===== src/design/qdws_pkg.sv =====
// ----------------------------------------------------------------------------
// qdws_pkg
// Shared types and constants for the quadrature decoder with speed readout.
// ----------------------------------------------------------------------------
package qdws_pkg;

    localparam int TIME_W   = 32;
    localparam int POS_W    = 32;
    localparam int SPEED_W  = 32;
    localparam int WIN_W    = 16;
    localparam int DIV_W    = WIN_W + 1;
    localparam int DIFF_W   = POS_W + 1;
    localparam int PROD_W   = DIFF_W + 12;
    localparam int MAG_W    = 43;
    localparam int STEP_W   = 6;
    localparam int PADDR_W  = 3;
    localparam int PDATA_W  = 32;

    localparam logic [WIN_W-1:0]      TIME_DELTA_RST = 16'd100;
    localparam logic signed [11:0]    SPEED_SCALE    = 12'sd2000;
    localparam logic [STEP_W-1:0]     DIV_LAST       = STEP_W'(MAG_W - 1);
    localparam logic                  REG_TIME_DELTA = 1'b0;

    localparam logic                  OP_SAMPLE = 1'b0;
    localparam logic                  OP_CLEAR  = 1'b1;

    typedef enum logic [2:0] {
        S_IDLE,
        S_MUL,
        S_ABS,
        S_DIV,
        S_SAT,
        S_HOLD
    } t_state;

endpackage


===== src/design/qdws_if.sv =====
// ----------------------------------------------------------------------------
// qdws_in_if / qdws_out_if
// Valid/ready channels for encoder samples and decoded results.
// ----------------------------------------------------------------------------
interface qdws_in_if;
    import qdws_pkg::*;

    logic              valid;
    logic              ready;
    logic              op;
    logic              pin_a;
    logic              pin_b;
    logic [TIME_W-1:0] now_ms;

    modport source (output valid, output op, output pin_a, output pin_b,
                    output now_ms, input ready);
    modport sink   (input valid, input op, input pin_a, input pin_b,
                    input now_ms, output ready);
endinterface

interface qdws_out_if;
    import qdws_pkg::*;

    logic                      valid;
    logic                      ready;
    logic signed [POS_W-1:0]   position;
    logic                      clockwise;
    logic signed [SPEED_W-1:0] speed;

    modport source (output valid, output position, output clockwise,
                    output speed, input ready);
    modport sink   (input valid, input position, input clockwise,
                    input speed, output ready);
endinterface


===== src/design/quadrature_decoder_with_speed_core.sv =====
// ----------------------------------------------------------------------------
// quadrature_decoder_with_speed_core
// Quadrature step counter with windowed, rounded counts-per-second readout.
// ----------------------------------------------------------------------------
// Usage:
//   i_in carries one transfer per encoder sample (op = sample) or a position
//   clear (op = clear). Each transfer gives exactly one transfer on o_res with
//   the position, direction and latest speed after that item.
//   The window length sits in one APB register at byte address 0; writes
//   complete with no wait states, reads return the current value.
// Sequence:
//   An item that does not close a speed window goes from S_IDLE to S_HOLD,
//   which loads the output register. An item that closes a window passes
//   S_MUL (one multiply), S_ABS (one sign fold), S_DIV (43 restoring divide
//   steps of a single shared subtractor) and S_SAT (saturation) before
//   S_HOLD loads the output. A new item is taken only in S_IDLE; i_in is
//   not ready meanwhile.
// Reset:
//   Synchronous, active low: position, direction, window state and speed go
//   to zero, the window length to 100 ms, and no result is pending.
// Stall:
//   A finished result waits in the output register; the block takes the next
//   item meanwhile and holds its result until the register is free.
// ----------------------------------------------------------------------------
module quadrature_decoder_with_speed_core (
    input  logic                            i_clk,
    input  logic                            i_rst_n,
    qdws_in_if.sink                         i_in,
    qdws_out_if.source                      o_res,
    input  logic                            psel,
    input  logic                            penable,
    input  logic                            pwrite,
    input  logic [qdws_pkg::PADDR_W-1:0]    paddr,
    input  logic [qdws_pkg::PDATA_W-1:0]    pwdata,
    output logic [qdws_pkg::PDATA_W-1:0]    prdata,
    output logic                            pready
);
    import qdws_pkg::*;

    t_state                     r_state, n_state;
    logic [WIN_W-1:0]           r_time_delta;
    logic [POS_W-1:0]           r_cnt, n_cnt;
    logic                       r_prev_a, n_prev_a;
    logic                       r_dir, n_dir;
    logic [TIME_W-1:0]          r_win_start, n_win_start;
    logic [POS_W-1:0]           r_pos_old, n_pos_old;
    logic [POS_W-1:0]           r_pos_new, n_pos_new;
    logic [SPEED_W-1:0]         r_rate, n_rate;

    logic signed [PROD_W-1:0]   r_prod, n_prod;
    logic                       r_neg, n_neg;
    logic [MAG_W-1:0]           r_acc, n_acc;
    logic [DIV_W-1:0]           r_rem, n_rem;
    logic [DIV_W-1:0]           r_div, n_div;
    logic [STEP_W-1:0]          r_step, n_step;

    logic                       r_out_valid, n_out_valid;
    logic [POS_W-1:0]           r_out_pos, n_out_pos;
    logic                       r_out_cw, n_out_cw;
    logic [SPEED_W-1:0]         r_out_speed, n_out_speed;

    logic [WIN_W-1:0]           win_len;
    logic [TIME_W-1:0]          elapsed;
    logic signed [DIFF_W-1:0]   w_diff;
    logic [PROD_W-1:0]          prod_mag;
    logic [DIV_W:0]             rem_sh;
    logic [DIV_W+1:0]           trial;
    logic                       cfg_wr;
    logic                       accept;
    logic                       out_free;
    logic [POS_W-1:0]           step_cnt;
    logic                       step_dir;

    assign pready   = 1'b1;
    assign cfg_wr   = psel && penable && pwrite && (paddr[2] == REG_TIME_DELTA);
    assign prdata   = (paddr[2] == REG_TIME_DELTA) ? PDATA_W'(r_time_delta) : '0;

    assign win_len  = (r_time_delta == '0) ? WIN_W'(1) : r_time_delta;
    assign elapsed  = i_in.now_ms - r_win_start;
    assign w_diff   = $signed({r_pos_new[POS_W-1], r_pos_new})
                    - $signed({r_pos_old[POS_W-1], r_pos_old});
    assign prod_mag = r_prod[PROD_W-1] ? PROD_W'(-r_prod) : PROD_W'(r_prod);
    assign rem_sh   = {r_rem, r_acc[MAG_W-1]};
    assign trial    = {1'b0, rem_sh} - {2'b00, r_div};

    assign accept   = i_in.valid && i_in.ready;
    assign out_free = !r_out_valid || o_res.ready;

    assign i_in.ready     = (r_state == S_IDLE);
    assign o_res.valid    = r_out_valid;
    assign o_res.position = $signed(r_out_pos);
    assign o_res.clockwise = r_out_cw;
    assign o_res.speed    = $signed(r_out_speed);

    always_comb begin
        step_cnt = r_cnt;
        step_dir = r_dir;
        if (i_in.pin_a != r_prev_a) begin
            if (i_in.pin_b != i_in.pin_a) begin
                step_dir = 1'b0;
                step_cnt = r_cnt - POS_W'(1);
            end else begin
                step_dir = 1'b1;
                step_cnt = r_cnt + POS_W'(1);
            end
        end
    end

    always_comb begin
        n_state     = r_state;
        n_cnt       = r_cnt;
        n_prev_a    = r_prev_a;
        n_dir       = r_dir;
        n_win_start = r_win_start;
        n_pos_old   = r_pos_old;
        n_pos_new   = r_pos_new;
        n_rate      = r_rate;
        n_prod      = r_prod;
        n_neg       = r_neg;
        n_acc       = r_acc;
        n_rem       = r_rem;
        n_div       = r_div;
        n_step      = r_step;
        n_out_valid = r_out_valid;
        n_out_pos   = r_out_pos;
        n_out_cw    = r_out_cw;
        n_out_speed = r_out_speed;

        if (r_out_valid && o_res.ready) begin
            n_out_valid = 1'b0;
        end

        case (r_state)
            S_IDLE: begin
                if (accept) begin
                    n_state = S_HOLD;
                    if (i_in.op == OP_CLEAR) begin
                        n_cnt    = '0;
                        n_prev_a = 1'b0;
                        n_dir    = 1'b0;
                    end else begin
                        n_cnt    = step_cnt;
                        n_dir    = step_dir;
                        n_prev_a = i_in.pin_a;
                        if (elapsed >= TIME_W'(win_len)) begin
                            n_win_start = i_in.now_ms;
                            n_pos_old   = r_pos_new;
                            n_pos_new   = step_cnt;
                            n_state     = S_MUL;
                        end
                    end
                end
            end
            S_MUL: begin
                n_prod  = PROD_W'(w_diff) * PROD_W'(SPEED_SCALE)
                        + $signed(PROD_W'(win_len));
                n_div   = {win_len, 1'b0};
                n_state = S_ABS;
            end
            S_ABS: begin
                n_neg   = r_prod[PROD_W-1];
                n_acc   = prod_mag[MAG_W-1:0];
                n_rem   = '0;
                n_step  = '0;
                n_state = S_DIV;
            end
            S_DIV: begin
                n_acc  = {r_acc[MAG_W-2:0], !trial[DIV_W+1]};
                n_rem  = trial[DIV_W+1] ? rem_sh[DIV_W-1:0] : trial[DIV_W-1:0];
                n_step = r_step + STEP_W'(1);
                if (r_step == DIV_LAST) begin
                    n_state = S_SAT;
                end
            end
            S_SAT: begin
                if (!r_neg) begin
                    if (r_acc[MAG_W-1:SPEED_W-1] != '0) begin
                        n_rate = {1'b0, {(SPEED_W-1){1'b1}}};
                    end else begin
                        n_rate = r_acc[SPEED_W-1:0];
                    end
                end else begin
                    if ((r_acc[MAG_W-1:SPEED_W] != '0)
                        || (r_acc[SPEED_W-1] && (r_acc[SPEED_W-2:0] != '0))) begin
                        n_rate = {1'b1, {(SPEED_W-1){1'b0}}};
                    end else begin
                        n_rate = -r_acc[SPEED_W-1:0];
                    end
                end
                n_state = S_HOLD;
            end
            S_HOLD: begin
                if (out_free) begin
                    n_out_valid = 1'b1;
                    n_out_pos   = r_cnt;
                    n_out_cw    = r_dir;
                    n_out_speed = r_rate;
                    n_state     = S_IDLE;
                end
            end
            default: begin
                n_state = S_IDLE;
            end
        endcase
    end

    always_ff @(posedge i_clk) begin
        if (!i_rst_n) begin
            r_state      <= S_IDLE;
            r_time_delta <= TIME_DELTA_RST;
            r_cnt        <= '0;
            r_prev_a     <= 1'b0;
            r_dir        <= 1'b0;
            r_win_start  <= '0;
            r_pos_old    <= '0;
            r_pos_new    <= '0;
            r_rate       <= '0;
            r_out_valid  <= 1'b0;
        end else begin
            r_state      <= n_state;
            if (cfg_wr) begin
                r_time_delta <= pwdata[WIN_W-1:0];
            end
            r_cnt        <= n_cnt;
            r_prev_a     <= n_prev_a;
            r_dir        <= n_dir;
            r_win_start  <= n_win_start;
            r_pos_old    <= n_pos_old;
            r_pos_new    <= n_pos_new;
            r_rate       <= n_rate;
            r_out_valid  <= n_out_valid;
        end
    end

    always_ff @(posedge i_clk) begin
        r_prod      <= n_prod;
        r_neg       <= n_neg;
        r_acc       <= n_acc;
        r_rem       <= n_rem;
        r_div       <= n_div;
        r_step      <= n_step;
        r_out_pos   <= n_out_pos;
        r_out_cw    <= n_out_cw;
        r_out_speed <= n_out_speed;
    end

`ifndef SYNTHESIS
    a_busy_after_transfer: assert property (@(posedge i_clk) disable iff (!i_rst_n)
        accept |=> !i_in.ready)
        else $error("input ready while an item is in progress");

    a_rem_below_div: assert property (@(posedge i_clk) disable iff (!i_rst_n)
        (r_state == S_DIV) |-> (r_rem < r_div))
        else $error("divider remainder out of range");

    a_clear_item: assert property (@(posedge i_clk) disable iff (!i_rst_n)
        (accept && (i_in.op == OP_CLEAR)) |=> (r_cnt == '0) && !r_prev_a && !r_dir)
        else $error("clear item left count or direction set");

    a_pos_speed_sign: assert property (@(posedge i_clk) disable iff (!i_rst_n)
        (r_state == S_SAT && !r_neg) |=> !r_rate[SPEED_W-1])
        else $error("non-negative quotient gave negative speed");
`endif

endmodule

===== src/flat_wrapper.sv =====
// flat-port wrapper written by rule: the top's interface ports become plain ports
module quadrature_decoder_with_speed_core_flat import qdws_pkg::*;
  (i_clk, i_rst_n, psel, penable, pwrite, paddr, pwdata, prdata, pready, i_in_valid, i_in_op, i_in_pin_a, i_in_pin_b, i_in_now_ms, i_in_ready, o_res_valid, o_res_position, o_res_clockwise, o_res_speed, o_res_ready);
  qdws_in_if i_in_i ();
  qdws_out_if o_res_i ();
  input  logic i_clk;
  input  logic i_rst_n;
  input  logic psel;
  input  logic penable;
  input  logic pwrite;
  input  logic [qdws_pkg::PADDR_W-1:0] paddr;
  input  logic [qdws_pkg::PDATA_W-1:0] pwdata;
  output logic [qdws_pkg::PDATA_W-1:0] prdata;
  output logic pready;
  input wire logic [$bits(i_in_i.valid)-1:0] i_in_valid;
  input wire logic [$bits(i_in_i.op)-1:0] i_in_op;
  input wire logic [$bits(i_in_i.pin_a)-1:0] i_in_pin_a;
  input wire logic [$bits(i_in_i.pin_b)-1:0] i_in_pin_b;
  input wire logic [$bits(i_in_i.now_ms)-1:0] i_in_now_ms;
  output wire logic [$bits(i_in_i.ready)-1:0] i_in_ready;
  output wire logic [$bits(o_res_i.valid)-1:0] o_res_valid;
  output wire logic [$bits(o_res_i.position)-1:0] o_res_position;
  output wire logic [$bits(o_res_i.clockwise)-1:0] o_res_clockwise;
  output wire logic [$bits(o_res_i.speed)-1:0] o_res_speed;
  input wire logic [$bits(o_res_i.ready)-1:0] o_res_ready;
  assign i_in_i.valid = i_in_valid;
  assign i_in_i.op = i_in_op;
  assign i_in_i.pin_a = i_in_pin_a;
  assign i_in_i.pin_b = i_in_pin_b;
  assign i_in_i.now_ms = i_in_now_ms;
  assign i_in_ready = i_in_i.ready;
  assign o_res_valid = o_res_i.valid;
  assign o_res_position = o_res_i.position;
  assign o_res_clockwise = o_res_i.clockwise;
  assign o_res_speed = o_res_i.speed;
  assign o_res_i.ready = o_res_ready;
  quadrature_decoder_with_speed_core u_core (.i_clk(i_clk), .i_rst_n(i_rst_n), .i_in(i_in_i), .o_res(o_res_i), .psel(psel), .penable(penable), .pwrite(pwrite), .paddr(paddr), .pwdata(pwdata), .prdata(prdata), .pready(pready));
endmodule

===== config.mk =====
export PLATFORM = sky130hd
export DESIGN_NAME = quadrature_decoder_with_speed_core_flat
export DESIGN_NICKNAME = d
export VERILOG_FILES = /design/src/design/qdws_pkg.sv /design/src/design/qdws_if.sv /design/src/design/quadrature_decoder_with_speed_core.sv /design/src/flat_wrapper.sv
export SDC_FILE = /design/constraint.sdc
export NUM_CORES = 1
export LEC_CHECK = 0
export ABC_AREA = 0
export BUFFER_PORTS_ARGS = -buffer_cell sky130_fd_sc_hd__buf_2
export CAP_MARGIN = 10
export CORE_ASPECT_RATIO = 0.9
export CORE_MARGIN = 2
export CORE_UTILIZATION = 56
export CTS_CLUSTER_SIZE = 40
export DETAILED_ROUTE_END_ITERATION = 8
export HOLD_SLACK_MARGIN = 0.02
export PLACE_DENSITY = 0.71
export SYNTH_ARGS = -nofsm -noshare
export SYNTH_HDL_FRONTEND = slang
export SYNTH_SLANG_ARGS = --single-unit
export TNS_END_PERCENT = 50

===== constraint.sdc =====
create_clock -name i_clk -period 15 [get_ports i_clk]
set_input_delay 1.5 -clock i_clk [delete_from_list [all_inputs] [get_ports i_clk]]
set_output_delay 1.5 -clock i_clk [all_outputs]
set_load 0.1 [all_outputs]

Yosys cells after proc, flatten, opt, wreduce, memory -nomap -nowiden. Index checks and enable logic that the tools add are counted. W data, S select, Z words.

Bits in registers: 375. Latch bits: 0. RAM bits: 0. Memory bits (read-only): 0. Word-level logic and storage cells: 91. Memories: 0.

Add/sub/neg operators: 9. Multiply operators: 1. Divide/modulo/power cells: 0. Magnitude comparators: 1. Eq/ne operators: 11. Shift operators: 0. Multiplexer cells: 26. Bitwise operators: 2. Reductions and logical operators: 22.

Operators with widths (count): $mux W32 (6); $pmux W43 S2 (1); $add A45 B17 Y45 (1); $mux W43 (1); $neg A43 Y43 (1); $mul A33 B8 Y41 const B (1); $pmux W17 S2 (1); $sub A32 B32 Y33 (1); $add A32 B1 Y32 const B (1); $ge A32 B16 Y1 (1); $mux W16 (2); $neg A32 Y32 (1); $sub A32 B1 Y32 const B (1); $sub A32 B32 Y32 (1); $reduce_bool A31 Y1 (1); $sub A18 B17 Y19 (1); $pmux W3 S6 (1); $mux W17 (1); $logic_not A16 Y1 (1); $mux W3 (5); $pmux W6 S2 (1); $reduce_bool A12 Y1 (1); $reduce_bool A11 Y1 (1); $mux W1 (7); 17 further kinds (32).

Depth between registers and ports, before layout.
Depth in word-level cells: 7. Gate-level depth with buffers: 33.

Worst setup path before layout. No wires, ideal clock.

Path kind: reg-to-reg. Start: reg u_core.r_pos_new[0]. End: reg u_core.r_prod[41] (data pin). Setup time: 0.269 ns. Arrival time: 7.704 ns. Data required time: 14.731 ns. Slack: 7.027 ns. Cell stages (with the launch flop): 30. Clock period less this slack: 7.973 ns. Path through: dfxtp_1 -> inv_1 -> ha_1 -> fa_1 -> nor2b_1 -> o31a_1 -> o31a_1 -> a21oi_1 -> nor2b_1 -> o21ai_0 -> a222oi_1 -> fa_1 -> fa_1 -> fa_1 -> inv_1 -> fa_1 -> inv_1 -> ha_1 -> clkbuf_1 -> and3_1 -> a211o_1 -> nand2_1 -> a311oi_1 -> a211o_1 -> a31oi_1 -> xnor2_1 -> or4b_1 -> nor3b_1 -> nand3_1 -> xor2_1.

Word-level cells in the longest chain between the ends: 3.

Ends and longest elaborated chain: start, declared (line quadrature_decoder_with_speed_core.sv:47) `logic [POS_W-1:0] r_pos_new, n_pos_new;`; start signal, assigned (line quadrature_decoder_with_speed_core.sv:229) `r_pos_new <= n_pos_new;`; $sub A32 B32 Y33 (line quadrature_decoder_with_speed_core.sv:81) `- $signed({r_pos_old[POS_W-1], r_pos_old});`; $mul A33 B8 Y41 (line quadrature_decoder_with_speed_core.sv:155) `n_prod = PROD_W'(w_diff) * PROD_W'(SPEED_SCALE)`; $add A45 B17 Y45 (line quadrature_decoder_with_speed_core.sv:156) `+ $signed(PROD_W'(win_len));`; end signal, assigned (line quadrature_decoder_with_speed_core.sv:236) `r_prod <= n_prod;`; end, declared (line quadrature_decoder_with_speed_core.sv:50) `logic signed [PROD_W-1:0] r_prod, n_prod;`.

No other way between the ends. A chain may end at the register's enable or synchronous reset.

Worst setup path after layout. Same ends and word-level chain as after synthesis.

==> metrics.txt <==
status finished, final reports clean; fill cell count about 4300; setup TNS 0 ns; Crit Path Max Fanout 10; grt total ovfl 0; drc violations 0; Crit-path slowest cell xnor2_1; CTS tree built; die width around 240 um; Rows 78; layout cells sized above 1 under 10%; Top Usage Layer GRT met2; initial core utilization a little under three fifths; critical path class reg2reg; CP Buf/Inv Count 4; max_cap viols 0; clk sinks 370; relative max-transition margin 22.0%; hold_buf cts 0; root buf cell clkbuf_16; Setup crit end kind flop; 1st-pass router iterations 6; crit share post-route around 61%; Skew-Pair Late Insertion Delay 0.59 ns; most frequent cell after synthesis nand2_1; die footprint 53400 um^2; Layout Nets roughly 3800; CP peak stage delay 0.75 ns; cts repair resizes 0; vias per inst 5.71; share of the synthesized area in the top cell type 19.5%; initial antenna violation count 1; H-Tree Level Count 2; number of synthesized flops with an enable pin about 190; die height 220 um; Synth Cell Area 28900 um^2; ranking of synthesized cells by area edfxtp_1 20%, dfxtp_1 13%, ha_1 10%, fa_1 8.2%, nand2_1 5.1%; pin count of the biggest net entering global routing a little under 100; count of different cell masters after synthesis 84; Yosys reg bits between 300 and 400; routed vias 23260; WL/cell 17.1 um; global-route wire length before repair roughly 110000 um; Multi-input gate area 17600 um^2; total track usage between 20% and 30%; gate count of the mapped netlist 3273; CP startpoint kind flop; Starting DRT DRC Count between 1500 and 2000; RSZ-0062 raised after global routing no; Post-DP HPWL 53500 um; register area a little over 9000 um^2; Hold Path Class reg2reg; Syn Area/Cell approximately 9 um^2; top cells by count, synth 393 x nand2_1, 392 x inv_1, 239 x ha_1; final count of pins violating max slew 0; GR met1 Demand/Resource 38.4%; IO Pins between 150 and 200; final hold violations 0; Post-CTS Setup Bufs 0; P&R area growth vs syn 9.48%; clk buf depth 3; total routed wirelength 69600 um; routing usage on met2 40.1%; RD Place Congestion 0.926; CP arrival between 9 and 10 ns; Syn. warnings 0; core area 50700 um^2; Fmax 0.109 GHz; total CTS buffers 41; post-layout min period 9.18 ns; M3 GR Usage 3.57%; top_reg_cell synth edfxtp_1; final setup fails 0; Seq/Total Area, Yosys 32.1%; # port buffers 141; Antenna Nets Post-Route 0; Synth area leader edfxtp_1; vias in the first global route 22055; Async S/R FF share, synth 0%; Crit path max-delay family adder cells; CP required 15.32 ns; Clk pin slew, worst setup/hold paths 0.06 ns; Tightest Pin Transition 1.16 ns; clk_skew 0.0289 ns
path summary, 6_finish.rpt:
| kind | from | endpoint | slack [ns] | depth (start not counted) |
|---|---|---|---|---|
| max | u_core.r_pos_new[0] | u_core.r_prod[41] | 5.82 | 32 |
| min | u_core.r_rate[0] | u_core.o_res.speed[0] | 0.43 | 0 |
| max reg2reg | u_core.r_pos_new[0] | u_core.r_prod[41] | 5.82 | 32 |
| min reg2reg | u_core.r_rate[0] | u_core.o_res.speed[0] | 0.43 | 0 |
layout make-up:
cell class              instances  share of cell area [%]
clock inverters                31                    1.34
well taps                     680                    2.69
multi-input cells            2386                    55.8
diodes                          1                 0.00791
flip-flops and latches        370                    29.4
inverters                     394                    4.67
repair buffers                163                    2.83
clock buffers                  45                    3.32
per-stage QoR:
step                utilization (%)  setup slack [ns]  cells  hold WS (ns)  cell area, um^2
floorplan                         -              7.03   3288         0.403            29000
global placement               59.5              6.07   3991         0.415            30100
detailed placement             59.5              5.84   3991         0.412            30100
CTS                            62.4              5.83   4067         0.432            31600
global route                   62.5              5.06   4069         0.448            31600
finish                         62.5              5.82   4070         0.432            31600
logic make-up (layout without fill, tap and decap cells):
family	after synthesis	in the layout	synth area share, %
AND/OR/NAND/NOR	913	913	14.7
flip-flops	370	370	32.1
XOR/XNOR	231	231	7.00
adder cells (fa/ha/maj)	359	359	18.6
other	2	18	0.0260
AO/OA/AOI/OAI	765	765	16.8
buffers and inverters	532	633	7.19
multiplexers	101	101	3.56
worst register-to-register path, delay by kind of cell (launching register included):
family	cells	cell delay (ns)
buffers and inverters	4	0.19
XOR/XNOR	5	1.83
AND/OR/NAND/NOR	7	1.82
adder cells (fa/ha/maj)	6	2.65
AO/OA/AOI/OAI	10	2.11
flip-flops	1	0.33
flip-flops by register name, summed over array words and instances, names as in the netlist, 3 cells and up:
name,count
u_core.r_step,6
u_core.r_pos_old,32
u_core.r_state,3
u_core.o_res.position,32
u_core.r_rate,32
u_core.r_time_delta,16
u_core.r_pos_new,32
u_core.r_rem,17
u_core.r_prod,44
u_core.o_res.speed,32
u_core.r_cnt,32
u_core.r_div,12
u_core.r_win_start,32
u_core.r_acc,43
per-layer routing:
metal,up-vias,share of wire [%]
li1,11515,-
met1,11036,48
met2,630,44
met3,79,6.2
met4,0,1.8
met5,-,0
cell usage in the layout (no fill, tap or decap), types with 48 or more instances in the layout:
cell / count
inv_1: 391
o21ai_0: 203
buf_2: 140
xor2_1: 101
a21oi_1: 196
mux2i_1: 96
nand3_1: 48
nor2_1: 183
nand2_1: 392
fa_1: 119
dfxtp_1: 182
xnor2_1: 127
ha_1: 239
a21o_1: 77
nor3_1: 62
edfxtp_1: 188
Power is left out: the tool's default activity adds up to more than one toggle a clock period on the data nets, which glitch-free logic cannot reach.
